--- config.mk ---
export PLATFORM = sky130hd
export DESIGN_NAME = i2c_master_register_access_unit_flat
export DESIGN_NICKNAME = d
export VERILOG_FILES = /design/src/rtl/core/i2cra_pkg.sv /design/src/rtl/core/i2cra_if.sv /design/src/rtl/core/i2c_master_register_access_unit.sv /design/src/rtl/core/i2cra_step.sv /design/src/flat_wrapper.sv
export VERILOG_INCLUDE_DIRS = /design/src /design/src/rtl/core
export SDC_FILE = /design/constraint.sdc
export NUM_CORES = 1
export LEC_CHECK = 0
export CAP_MARGIN = 20
export CORE_ASPECT_RATIO = 0.5
export CORE_UTILIZATION = 63
export DETAILED_ROUTE_END_ITERATION = 8
export DONT_BUFFER_PORTS = 1
export PLACE_DENSITY_LB_ADDON = 0.2
export SYNTH_ARGS = -nofsm -noshare
export SYNTH_HDL_FRONTEND = slang
export SYNTH_SLANG_ARGS = --single-unit
--- constraint.sdc ---
create_clock -name clock -period 3.8 [get_ports clock]
set_input_delay 0 -clock clock [delete_from_list [all_inputs] [get_ports clock]]
set_output_delay 0 -clock clock [all_outputs]
set_load 0.02 [all_outputs]
--- src/rtl/core/i2c_master_register_access_unit_assert.svh ---
// assertion macros for the i2c register access unit
// used by the top level only, no other dependencies
`ifndef I2C_MASTER_REGISTER_ACCESS_UNIT_ASSERT_SVH
`define I2C_MASTER_REGISTER_ACCESS_UNIT_ASSERT_SVH
`ifndef NO_ASSERTIONS
`define I2CRA_ASSERT_IMPLIES(label, clk, rst, a, b) \
   label: assert property (@(posedge clk) disable iff (rst) (a) |-> (b)) \
      else $error("i2cra assertion failed");
`define I2CRA_ASSERT_NEXT(label, clk, rst, a, b) \
   label: assert property (@(posedge clk) disable iff (rst) (a) |=> (b)) \
      else $error("i2cra assertion failed");
`else
`define I2CRA_ASSERT_IMPLIES(label, clk, rst, a, b)
`define I2CRA_ASSERT_NEXT(label, clk, rst, a, b)
`endif
`endif

--- src/rtl/core/i2cra_pkg.sv ---
// types, codes and segment tables for the i2c register access unit
// no dependencies
`default_nettype none
package i2cra_pkg;

   localparam logic [1:0] OP_TICK  = 2'd0;
   localparam logic [1:0] OP_WRITE = 2'd1;
   localparam logic [1:0] OP_READ  = 2'd2;
   localparam logic [1:0] OP_ALT_TICK = 2'd3;

   localparam logic [1:0] KIND_NONE  = 2'd0;
   localparam logic [1:0] KIND_WRITE = 2'd1;
   localparam logic [1:0] KIND_READ  = 2'd2;

   typedef logic [2:0] seg_type;

   localparam seg_type SEG_START = 3'd0;
   localparam seg_type SEG_DEV   = 3'd1;
   localparam seg_type SEG_REG   = 3'd2;
   localparam seg_type SEG_DATA  = 3'd3;
   localparam seg_type SEG_DEVR  = 3'd4;
   localparam seg_type SEG_RECV  = 3'd5;
   localparam seg_type SEG_NACK  = 3'd6;
   localparam seg_type SEG_STOP  = 3'd7;

   // offset within a byte segment where the ack bit begins
   localparam logic [4:0] BYTE_ACK_OFF = 5'd24;

   typedef struct packed {
      logic [1:0] kind;
      logic [2:0] seg_idx;
      logic [4:0] off;
      logic [1:0] ph;
      logic [2:0] bit_idx;
      logic [7:0] dev_byte;
      logic [7:0] reg_byte;
      logic [7:0] data_byte;
      logic [7:0] shift;
      logic [7:0] last_read;
      logic       scl;
      logic       sda;
   } state_type;

   function automatic logic [4:0] seg_len(input seg_type seg);
      logic [4:0] len;
      case (seg)
         SEG_START: len = 5'd4;
         SEG_DEV, SEG_REG, SEG_DATA, SEG_DEVR: len = 5'd27;
         SEG_RECV: len = 5'd17;
         default: len = 5'd3;
      endcase
      return len;
   endfunction

   function automatic seg_type seg_of(input logic [1:0] kind, input logic [2:0] idx);
      seg_type seg;
      if (kind == KIND_READ) begin
         case (idx)
            3'd0: seg = SEG_START;
            3'd1: seg = SEG_DEV;
            3'd2: seg = SEG_REG;
            3'd3: seg = SEG_START;
            3'd4: seg = SEG_DEVR;
            3'd5: seg = SEG_RECV;
            3'd6: seg = SEG_NACK;
            default: seg = SEG_STOP;
         endcase
      end else begin
         case (idx)
            3'd0: seg = SEG_START;
            3'd1: seg = SEG_DEV;
            3'd2: seg = SEG_REG;
            3'd3: seg = SEG_DATA;
            default: seg = SEG_STOP;
         endcase
      end
      return seg;
   endfunction

   function automatic logic [2:0] plan_last(input logic [1:0] kind);
      return (kind == KIND_READ) ? 3'd7 : 3'd4;
   endfunction

endpackage
`default_nettype wire

--- src/rtl/core/i2cra_if.sv ---
// valid/ready channel interfaces for the i2c register access unit
// no dependencies
`default_nettype none
interface i2cra_req_if;
   logic       valid;
   logic       ready;
   logic [1:0] op;
   logic [7:0] dev_address;
   logic [7:0] reg_address;
   logic [7:0] write_data;
   logic       sda_in;

   modport source (output valid, op, dev_address, reg_address, write_data, sda_in,
                   input ready);
   modport sink (input valid, op, dev_address, reg_address, write_data, sda_in,
                 output ready);
endinterface

interface i2cra_rsp_if;
   logic       valid;
   logic       ready;
   logic       scl;
   logic       sda;
   logic       busy_res;
   logic [7:0] read_data;
   logic       read_valid;

   modport source (output valid, scl, sda, busy_res, read_data, read_valid,
                   input ready);
   modport sink (input valid, scl, sda, busy_res, read_data, read_valid,
                 output ready);
endinterface
`default_nettype wire

--- src/rtl/core/i2c_master_register_access_unit.sv ---
// Bit-banged I2C master for register writes and reads. Each accepted item is either a
// command (op 1 write, op 2 read, taken only while idle) or a tick that moves SCL/SDA
// by one line change; every item yields exactly one result with the line levels, busy
// flag and last read byte. One item is taken per clock cycle while the result side is
// not stalled; the item sits in the input register while one step of the line
// sequencer runs, and the result register captures that step when the item fires.
// A register write is a command plus 88 ticks, a register read a command plus 112 ticks;
// read_valid marks the last tick.
// depends on i2cra_pkg, i2cra_if, i2cra_step and the assertion header
`default_nettype none
`include "i2c_master_register_access_unit_assert.svh"
module i2c_master_register_access_unit (
   input wire logic   clock,
   input wire logic   reset,
   i2cra_req_if.sink  req,
   i2cra_rsp_if.source rsp
);

   logic       in_valid_ff;
   logic [1:0] in_op_ff;
   logic [7:0] in_dev_ff;
   logic [7:0] in_reg_ff;
   logic [7:0] in_data_ff;
   logic       in_sda_ff;

   i2cra_pkg::state_type state_ff, state_in;
   logic read_done;

   logic       out_valid_ff;
   logic       out_scl_ff;
   logic       out_sda_ff;
   logic       out_busy_ff;
   logic [7:0] out_read_data_ff;
   logic       out_read_valid_ff;

   logic fire;

   assign fire      = in_valid_ff && (!out_valid_ff || rsp.ready);
   assign req.ready = !in_valid_ff || fire;

   always_ff @(posedge clock) begin
      if (reset) begin
         in_valid_ff <= 1'b0;
      end else if (req.ready) begin
         in_valid_ff <= req.valid;
      end
      if (req.ready && req.valid) begin
         in_op_ff   <= req.op;
         in_dev_ff  <= req.dev_address;
         in_reg_ff  <= req.reg_address;
         in_data_ff <= req.write_data;
         in_sda_ff  <= req.sda_in;
      end
   end

   i2cra_step u_step (
      .op          (in_op_ff),
      .dev_address (in_dev_ff),
      .reg_address (in_reg_ff),
      .write_data  (in_data_ff),
      .sda_in      (in_sda_ff),
      .cur         (state_ff),
      .nxt         (state_in),
      .read_done   (read_done)
   );

   always_ff @(posedge clock) begin
      if (reset) begin
         state_ff.kind      <= i2cra_pkg::KIND_NONE;
         state_ff.seg_idx   <= 3'd0;
         state_ff.off       <= 5'd0;
         state_ff.ph        <= 2'd0;
         state_ff.bit_idx   <= 3'd0;
         state_ff.dev_byte  <= 8'd0;
         state_ff.reg_byte  <= 8'd0;
         state_ff.data_byte <= 8'd0;
         state_ff.shift     <= 8'd0;
         state_ff.last_read <= 8'd0;
         state_ff.scl       <= 1'b1;
         state_ff.sda       <= 1'b1;
      end else if (fire) begin
         state_ff <= state_in;
      end
   end

   always_ff @(posedge clock) begin
      if (reset) begin
         out_valid_ff <= 1'b0;
      end else if (fire) begin
         out_valid_ff <= 1'b1;
      end else if (rsp.ready) begin
         out_valid_ff <= 1'b0;
      end
      if (fire) begin
         out_scl_ff        <= state_in.scl;
         out_sda_ff        <= state_in.sda;
         out_busy_ff       <= (state_in.kind != i2cra_pkg::KIND_NONE);
         out_read_data_ff  <= state_in.last_read;
         out_read_valid_ff <= read_done;
      end
   end

   assign rsp.valid      = out_valid_ff;
   assign rsp.scl        = out_scl_ff;
   assign rsp.sda        = out_sda_ff;
   assign rsp.busy_res   = out_busy_ff;
   assign rsp.read_data  = out_read_data_ff;
   assign rsp.read_valid = out_read_valid_ff;

   // a completed read always leaves the sequencer idle
   `I2CRA_ASSERT_NEXT(a_read_ends_idle, clock, reset, fire && read_done,
                      state_ff.kind == i2cra_pkg::KIND_NONE)
   // idle sequencer sits at the first step
   `I2CRA_ASSERT_IMPLIES(a_idle_at_origin, clock, reset,
                         state_ff.kind == i2cra_pkg::KIND_NONE,
                         state_ff.seg_idx == 3'd0 && state_ff.off == 5'd0)
   // a held input transaction is not dropped
   `I2CRA_ASSERT_NEXT(a_input_held, clock, reset, in_valid_ff && !fire, in_valid_ff)
   // result busy flag matches the stored transaction kind
   `I2CRA_ASSERT_NEXT(a_busy_tracks_kind, clock, reset, fire,
                      out_busy_ff == (state_ff.kind != i2cra_pkg::KIND_NONE))

endmodule
`default_nettype wire

--- src/rtl/core/i2cra_step.sv ---
// one step of the i2c line sequencer: next state from current state and item
// depends on i2cra_pkg
`default_nettype none
module i2cra_step (
   input  wire logic [1:0]          op,
   input  wire logic [7:0]          dev_address,
   input  wire logic [7:0]          reg_address,
   input  wire logic [7:0]          write_data,
   input  wire logic                sda_in,
   input  wire i2cra_pkg::state_type cur,
   output i2cra_pkg::state_type      nxt,
   output logic                      read_done
);

   i2cra_pkg::seg_type seg;
   logic [7:0] tx_byte;
   logic       seg_end;
   logic       is_byte;

   always_comb begin
      seg = i2cra_pkg::seg_of(cur.kind, cur.seg_idx);
      seg_end = (cur.off == i2cra_pkg::seg_len(seg) - 5'd1);
      is_byte = (seg == i2cra_pkg::SEG_DEV) || (seg == i2cra_pkg::SEG_REG) ||
                (seg == i2cra_pkg::SEG_DATA) || (seg == i2cra_pkg::SEG_DEVR);
      unique case (seg)
         i2cra_pkg::SEG_DEV:  tx_byte = cur.dev_byte;
         i2cra_pkg::SEG_REG:  tx_byte = cur.reg_byte;
         i2cra_pkg::SEG_DATA: tx_byte = cur.data_byte;
         default:             tx_byte = cur.dev_byte + 8'd1;
      endcase
   end

   always_comb begin
      nxt = cur;
      read_done = 1'b0;
      if (cur.kind == i2cra_pkg::KIND_NONE) begin
         if (op == i2cra_pkg::OP_WRITE || op == i2cra_pkg::OP_READ) begin
            nxt.dev_byte  = dev_address;
            nxt.reg_byte  = reg_address;
            nxt.data_byte = write_data;
            nxt.kind      = op;
            nxt.seg_idx   = 3'd0;
            nxt.off       = 5'd0;
            nxt.ph        = 2'd0;
            nxt.bit_idx   = 3'd0;
         end
      end else if (op == i2cra_pkg::OP_TICK || op == i2cra_pkg::OP_ALT_TICK) begin
         unique case (seg)
            i2cra_pkg::SEG_START: begin
               unique case (cur.off[1:0])
                  2'd0: nxt.sda = 1'b1;
                  2'd1: nxt.scl = 1'b1;
                  2'd2: nxt.sda = 1'b0;
                  default: nxt.scl = 1'b0;
               endcase
            end
            i2cra_pkg::SEG_DEV, i2cra_pkg::SEG_REG, i2cra_pkg::SEG_DATA,
            i2cra_pkg::SEG_DEVR: begin
               priority if (cur.off < i2cra_pkg::BYTE_ACK_OFF) begin
                  priority case (cur.ph)
                     2'd0: nxt.sda = tx_byte[3'd7 - cur.bit_idx];
                     2'd1: nxt.scl = 1'b1;
                     default: nxt.scl = 1'b0;
                  endcase
               end else if (cur.off == i2cra_pkg::BYTE_ACK_OFF) begin
                  // release sda for the slave ack
                  nxt.sda = 1'b1;
               end else if (cur.off == i2cra_pkg::BYTE_ACK_OFF + 5'd1) begin
                  nxt.scl = 1'b1;
               end else begin
                  nxt.scl = 1'b0;
               end
            end
            i2cra_pkg::SEG_RECV: begin
               priority if (cur.off == 5'd0) begin
                  nxt.sda   = 1'b1;
                  nxt.shift = 8'd0;
               end else if (cur.off[0]) begin
                  nxt.scl = 1'b1;
               end else begin
                  // sample while scl is still high, then lower it
                  nxt.shift = {cur.shift[6:0], sda_in};
                  nxt.scl   = 1'b0;
               end
            end
            i2cra_pkg::SEG_NACK: begin
               priority if (cur.off == 5'd0) nxt.sda = 1'b1;
               else if (cur.off == 5'd1) nxt.scl = 1'b1;
               else nxt.scl = 1'b0;
            end
            default: begin
               priority if (cur.off == 5'd0) nxt.sda = 1'b0;
               else if (cur.off == 5'd1) nxt.scl = 1'b1;
               else nxt.sda = 1'b1;
            end
         endcase

         // the phase counter wraps every bit; the bit counter wraps back to zero after the eighth bit
         if (is_byte && cur.off < i2cra_pkg::BYTE_ACK_OFF) begin
            if (cur.ph == 2'd2) begin
               nxt.ph      = 2'd0;
               nxt.bit_idx = cur.bit_idx + 3'd1;
            end else begin
               nxt.ph = cur.ph + 2'd1;
            end
         end

         if (seg_end) begin
            nxt.off = 5'd0;
            if (cur.seg_idx == i2cra_pkg::plan_last(cur.kind)) begin
               if (cur.kind == i2cra_pkg::KIND_READ) begin
                  nxt.last_read = cur.shift;
                  read_done     = 1'b1;
               end
               nxt.kind    = i2cra_pkg::KIND_NONE;
               nxt.seg_idx = 3'd0;
            end else begin
               nxt.seg_idx = cur.seg_idx + 3'd1;
            end
         end else begin
            nxt.off = cur.off + 5'd1;
         end
      end
   end

endmodule
`default_nettype wire

--- src/flat_wrapper.sv ---
// flat-port wrapper written by rule: the top's interface ports become plain ports
module i2c_master_register_access_unit_flat 
  (clock, reset, req_valid, req_op, req_dev_address, req_reg_address, req_write_data, req_sda_in, req_ready, rsp_valid, rsp_scl, rsp_sda, rsp_busy_res, rsp_read_data, rsp_read_valid, rsp_ready);
  i2cra_req_if req_i ();
  i2cra_rsp_if rsp_i ();
  input wire logic clock;
  input wire logic reset;
  input wire logic [$bits(req_i.valid)-1:0] req_valid;
  input wire logic [$bits(req_i.op)-1:0] req_op;
  input wire logic [$bits(req_i.dev_address)-1:0] req_dev_address;
  input wire logic [$bits(req_i.reg_address)-1:0] req_reg_address;
  input wire logic [$bits(req_i.write_data)-1:0] req_write_data;
  input wire logic [$bits(req_i.sda_in)-1:0] req_sda_in;
  output wire logic [$bits(req_i.ready)-1:0] req_ready;
  output wire logic [$bits(rsp_i.valid)-1:0] rsp_valid;
  output wire logic [$bits(rsp_i.scl)-1:0] rsp_scl;
  output wire logic [$bits(rsp_i.sda)-1:0] rsp_sda;
  output wire logic [$bits(rsp_i.busy_res)-1:0] rsp_busy_res;
  output wire logic [$bits(rsp_i.read_data)-1:0] rsp_read_data;
  output wire logic [$bits(rsp_i.read_valid)-1:0] rsp_read_valid;
  input wire logic [$bits(rsp_i.ready)-1:0] rsp_ready;
  assign req_i.valid = req_valid;
  assign req_i.op = req_op;
  assign req_i.dev_address = req_dev_address;
  assign req_i.reg_address = req_reg_address;
  assign req_i.write_data = req_write_data;
  assign req_i.sda_in = req_sda_in;
  assign req_ready = req_i.ready;
  assign rsp_valid = rsp_i.valid;
  assign rsp_scl = rsp_i.scl;
  assign rsp_sda = rsp_i.sda;
  assign rsp_busy_res = rsp_i.busy_res;
  assign rsp_read_data = rsp_i.read_data;
  assign rsp_read_valid = rsp_i.read_valid;
  assign rsp_i.ready = rsp_ready;
  i2c_master_register_access_unit u_core (.clock(clock), .reset(reset), .req(req_i), .rsp(rsp_i));
endmodule
Word level (Yosys, flattened, before mapping)
Cells that the tools add are included.

storage, ports and cells
  word-level logic and storage cells = 145
  flip-flop bits (word level) = 98

operators by class
  order comparisons = 2
  bitwise logic cells = 4
  $add $sub $neg = 7
  eq/ne operators = 27
  multiplexer cells = 46
  reductions and logical operators = 35

operator list
  operator                                                          number
  8-bit 2-to-1 mux                                                  5
  39-bit 2-to-1 mux                                                 1
  15-bit 2-to-1 mux                                                 2
  8-bit case mux with 3 select lines                                1
  10-bit 2-to-1 mux                                                 2
  3-bit == test (second input constant)                             6
  3-bit case mux with 6 select lines                                1
  1-bit 2-to-1 mux                                                  17
  5-bit 2-to-1 mux                                                  3
  5-bit case mux with 3 select lines                                1
  3-bit by 2-bit == test with 1-bit output (second input constant)  4
  3-bit case mux with 4 select lines                                1
  2-bit nonzero test                                                6
  2-bit == test (second input constant)                             5
  5-bit == test (second input constant)                             2
  5-bit AND reduction                                               2
  3-bit 2-to-1 mux                                                  3
  8-bit by 1-bit adder with 8-bit output (second input constant)    1
  2-bit logical NOT                                                 4
  2-bit 2-to-1 mux                                                  4
  2-bit case mux with 4 select lines                                1
  4-bit AND reduction                                               2
  4-bit OR reduction                                                2
  1-bit logical OR                                                  7
  23 further kinds                                                  38

Longest topological paths before layout
  word-level depth = 13
  depth in mapped cells = 12
  gate-level depth less buffers = 10

Modules after synthesis
Synthesis repeated with hierarchy kept, for this count alone.

second synthesis, totals
  cells, all modules = 587
  area total of the unflattened synthesis = 5726.7 um^2

modules (own cells, without submodules)
  module                           area an instance (um^2)  cells an instance  sequential area each (um^2)  times used
  i2c_master_register_access_unit  3808.7                   298                2352.3                       1
  i2cra_step                       1918.1                   289                0.0                          1

Worst setup path before layout
No wires, ideal clock.

  path kind = register to register
  start point = reg u_core.state_ff[52] in the netlist's numbering
  end point = reg u_core.out_read_data_ff[0] (netlist: u_core.rsp.read_data[0]), data pin
  required time = 3540 ps
  arrival = 2816 ps
  buffers on the path = 1
  cell stages (with the launch flop) = 12
  setup time = 260 ps
  path slack = 725 ps
  period minus slack after synthesis = 3075 ps
  cell sequence = dfxtp_1 -> inv_1 -> ha_1 -> buf_6 -> or3_1 -> a22o_1 -> nor2_1 -> nand2_1 -> nor4_4 -> o21ai_2 -> nor4_4 -> mux2_2

RTL lines
  element                   line                                   text
  start: declaration        i2c_master_register_access_unit.sv:26  i2cra_pkg::state_type state_ff, state_in;
  start signal: assignment  i2c_master_register_access_unit.sv:82  state_ff <= state_in;
  end signal: assignment    i2c_master_register_access_unit.sv:98  out_read_data_ff <= state_in.last_read;
  end: declaration          i2c_master_register_access_unit.sv:33  logic [7:0] out_read_data_ff;

==> summary by stage <==
Timing
The slew at the pin with the worst max-slew slack is 0.804 ns. Setup repair after global routing left no endpoint under its margin. The final critical delay including setup and external delays is 3.50 ns. The clock arrives with 0.00378 ns of skew. The final critical path takes up 92.1% of the cycle. The post-route worst hold slack is 0.245 ns. The number of pins with negative max-slew slack in the final report came to 0. Setup violations remaining at the end of the flow were counted as 0. The setup slack after layout is 0.301 ns. The number of failing hold endpoints at the final stage is 0. The fmax is 0.286 GHz.

Measured against its own limit, the worst slew margin works out to 46.1%. After routing, the total negative slack on setup checks comes to 0 ns.

Floorplanning
The die is 62.5 µm tall. The die span in x is 123 µm. The die area is 7700 µm². The effective utilization at floorplan is 67.1%.

The core region area is 6880 µm². The floorplan has 21 rows. The number of top-level pins is 45.

Power and ir drop
The fraction of power consumed by combinational cells is 6.4%. The fraction of power consumed by the clock network is 40.6%. Sequential cells burn 53.0% of the power. The cell-internal power is 1.70 mW. In this run the power density over the cells is 413 nW/µm². The reported net switching power is 494 µW.

In this run the static leakage power is 1.85 nW. The worst-case IR drop observed on VDD is 0.460 mV. The overall power consumption is 2.20 mW. Net switching is 22.5% of the power.

Drt
The routed design has 10,300 µm of wire. In the routed layout, each cell is associated on average with a via count of 6.11. The final route contains 3,785 vias. The number of nets still failing antenna checks after routing is 0. After detailed routing, the number of remaining DRC violations is 0. After detailed routing, the average wire length per cell comes to 16.7 µm. For this block, the initial DRC count from the detailed router was 331. The first-pass iteration count of the detailed router is 6.

Hold path
In this run the most critical hold path is launched from req_valid. The path category of the worst min-delay check is in2reg.

Layout
After filler insertion, the fill cell instance count of the layout stands at 490. The fraction of layout cells with a size suffix above 1 is 7.59%. The antenna diode count is 0.

The sequential cell area is 2350 µm². In the final layout, the multi-input gates occupy 2120 µm². The share of the core filled with cells in the final layout is 77.1%. After the last flow step, the layout net total stands at 563.

The layout-stage area growth over the synthesis result is 15.0%.

Yosys
Summing the sequential cell areas from Yosys gives 50.9% of the chip area. The cell area after synthesis is 4620 µm². Counting distinct cell types in the post-synthesis netlist gives 59.

Counting instances in the post-synthesis netlist gives the leading cell types as sky130_fd_sc_hd__nand2_1, sky130_fd_sc_hd__dfxtp_1, sky130_fd_sc_hd__a21oi_1. The flip-flop cell with the highest count after synthesis is sky130_fd_sc_hd__dfxtp_1. The number of flops mapped to enable cells by yosys is 39. Sorting the synthesized cells by area gives the leading types as sky130_fd_sc_hd__dfxtp_1, sky130_fd_sc_hd__edfxtp_1, sky130_fd_sc_hd__nand2_1. In the synthesized netlist, the number of instances is 496.

The synthesized design contains 98 register bits. A synthesized cell averages 9.31 µm². The fraction of registers with async set or reset after synthesis is 0%. Of all cell types, the one taking the most synthesized area is sky130_fd_sc_hd__dfxtp_1. The number of nets in the synthesized netlist is 537. The number of warnings reported in the yosys synthesis log is 0. Summed over its instances, the top area cell type makes up 25.6% of the synthesized netlist area. The cell with the most instances after synthesis is sky130_fd_sc_hd__nand2_1.

Clock tree
Counting along the longest clock path gives a buffer depth of 2. In this run the number of H-tree levels came out at 3. The number of clock buffers inserted by TritonCTS is 9.

CTS placed an instance of sky130_fd_sc_hd__clkbuf_16 at the clock tree root. The number of clock sinks is 98. After clock tree synthesis, the clock-pin slew on the worst setup and hold paths is 0.06 ns. The CTS tree is yes. The clock latency at the later pin of the worst-skew pair is 0.35 ns. The number of setup buffers added after CTS is 0.

Place
The post-placement setup slack is 0.393 ns. The final weighted congestion in routability-driven placement is 0.928. After legalization and detailed placement, the total HPWL measured 6460 µm. Port buffering added 0 buffers.

Setup path
The endpoint kind of the worst setup timing path is a register. At the worst endpoint, the required time is 3.90 ns. The critical path start-end classification is reg2reg.

The timing startpoint of the critical path is u_core.state_ff[52]$_SDFFE_PP0P_. The beginning of the worst register-to-register path is u_core.state_ff[52]$_SDFFE_PP0P_. The highest net fanout along the worst path is 9. The launching element type of the critical path is a register. STA puts the critical path data arrival time at 3.60 ns.

GRT
The wire length of the first global-routing pass is 17,200 µm. The overall global routing resource usage is 29.1%. The via count of the first global-routing pass was 3,579.

After global routing the overflow that remains totals 0. The maximum number of pins on one net before global-route repair is 58. The number of antenna violations at the first check in global routing is 0.

Job
The max-capacitance violation count is 0.

Run status
The flow ran to the end, and the final reports show no timing, DRC or antenna violations.
[power groups by stage]
| stage | Clock, mW | Sequential, mW | Combinational, mW |
|---|---|---|---|
| 5_1_grt | 0.955 | 1.17 | 0.155 |
| 4_1_cts | 0.904 | 1.16 | 0.137 |
| 6_report | 0.891 | 1.16 | 0.141 |
| 3_5_place_dp | 0 | 1.19 | 0.101 |
| 2_1_floorplan | 0 | 1.18 | 0.0869 |
| 3_3_place_gp | 0 | 1.19 | 0.0979 |
[per-layer routing]
layer | vias up | part of all wire, % | track usage, %
li1 | 1855 | - | -
met1 | 1759 | 45 | 37.7
met2 | 148 | 46 | 47.3
met3 | 23 | 6.6 | 7.57
met4 | 0 | 1.8 | 10.1
met5 | - | 0 | 0
[layout make-up]
class,instances,area share [%]
clock inverters,6,1.25
multi-input cells,361,39.9
clock buffers,10,4.31
well taps,92,2.17
inverters,13,0.919
flip-flops and latches,98,44.3
repair buffers,39,7.16
[layout by cell type, fill, tap and decap left out, drive strengths merged, types with 9 or more instances in the layout]
cell type / count
a21oi: 51
buf: 9
clkbuf: 10
dfxtp: 59
dlygate4sd3: 30
edfxtp: 39
ha: 10
inv: 13
mux2i: 9
nand2: 81
nand3: 25
nor2: 47
nor3: 17
o21ai: 13
[critical path, stage by stage, from the launching register on]
cell                      delay [ns]
sky130_fd_sc_hd__dfxtp_1        0.44
sky130_fd_sc_hd__inv_1          0.13
sky130_fd_sc_hd__ha_1           0.30
sky130_fd_sc_hd__nor3_1         0.39
sky130_fd_sc_hd__nor2_1         0.14
sky130_fd_sc_hd__nor2_1         0.50
sky130_fd_sc_hd__nand2_1        0.26
sky130_fd_sc_hd__nor4_4         0.27
sky130_fd_sc_hd__o21ai_2        0.13
sky130_fd_sc_hd__nor4_4         0.13
sky130_fd_sc_hd__buf_4          0.21
sky130_fd_sc_hd__mux2_2         0.35
[worst paths after layout]
path	slack (ns)	end	cells past startpoint
max	0.30	u_core.rsp.read_data[4]$_DFFE_PP_	11
min	0.24	u_core.in_op_ff[0]$_DFFE_PP_	2
max reg2reg	0.30	u_core.rsp.read_data[4]$_DFFE_PP_	11
min reg2reg	0.46	u_core.state_ff[25]$_SDFFE_PP0P_	2
[registers in the layout, indices dropped and copies added (netlist names)]
name,count
u_core.in_reg_ff,8
u_core.rsp.read_data,8
u_core.in_data_ff,8
u_core.rsp.scl,1
u_core.state_ff,57
u_core.in_dev_ff,8
u_core.rsp.valid,1
u_core.rsp.read_valid,1
u_core.in_op_ff,2
u_core.in_sda_ff,1
u_core.in_valid_ff,1
u_core.rsp.busy_res,1
u_core.rsp.sda,1
[stage by stage]
stage | std cells | cell area, µm²
2_1_floorplan | 496 | 4620
3_3_place_gp | 572 | 4690
3_5_place_dp | 572 | 4690
4_1_cts | 619 | 5310
5_1_grt | 619 | 5310
6_report | 619 | 5310
[cell families (layout without fill, tap and decap cells)]
kind of cell | after synthesis | in the layout | synth area share, %
DFF | 98 | 98 | 50.9
AOI/OAI and AO/OA | 125 | 125 | 17.6
adders and majority gates | 10 | 10 | 2.71
and+or+nand+nor | 202 | 202 | 20.3
buffers and inverters | 37 | 68 | 3.22
xor gates and xnor gates | 7 | 7 | 1.33
muxes | 17 | 17 | 3.90
[what timing repair did]
item,in CTS,in global routing
resized for setup,0,0
hold buffers,31,0
endpoints found under the hold margin,86,0
(Power assumes the default switching activity.)
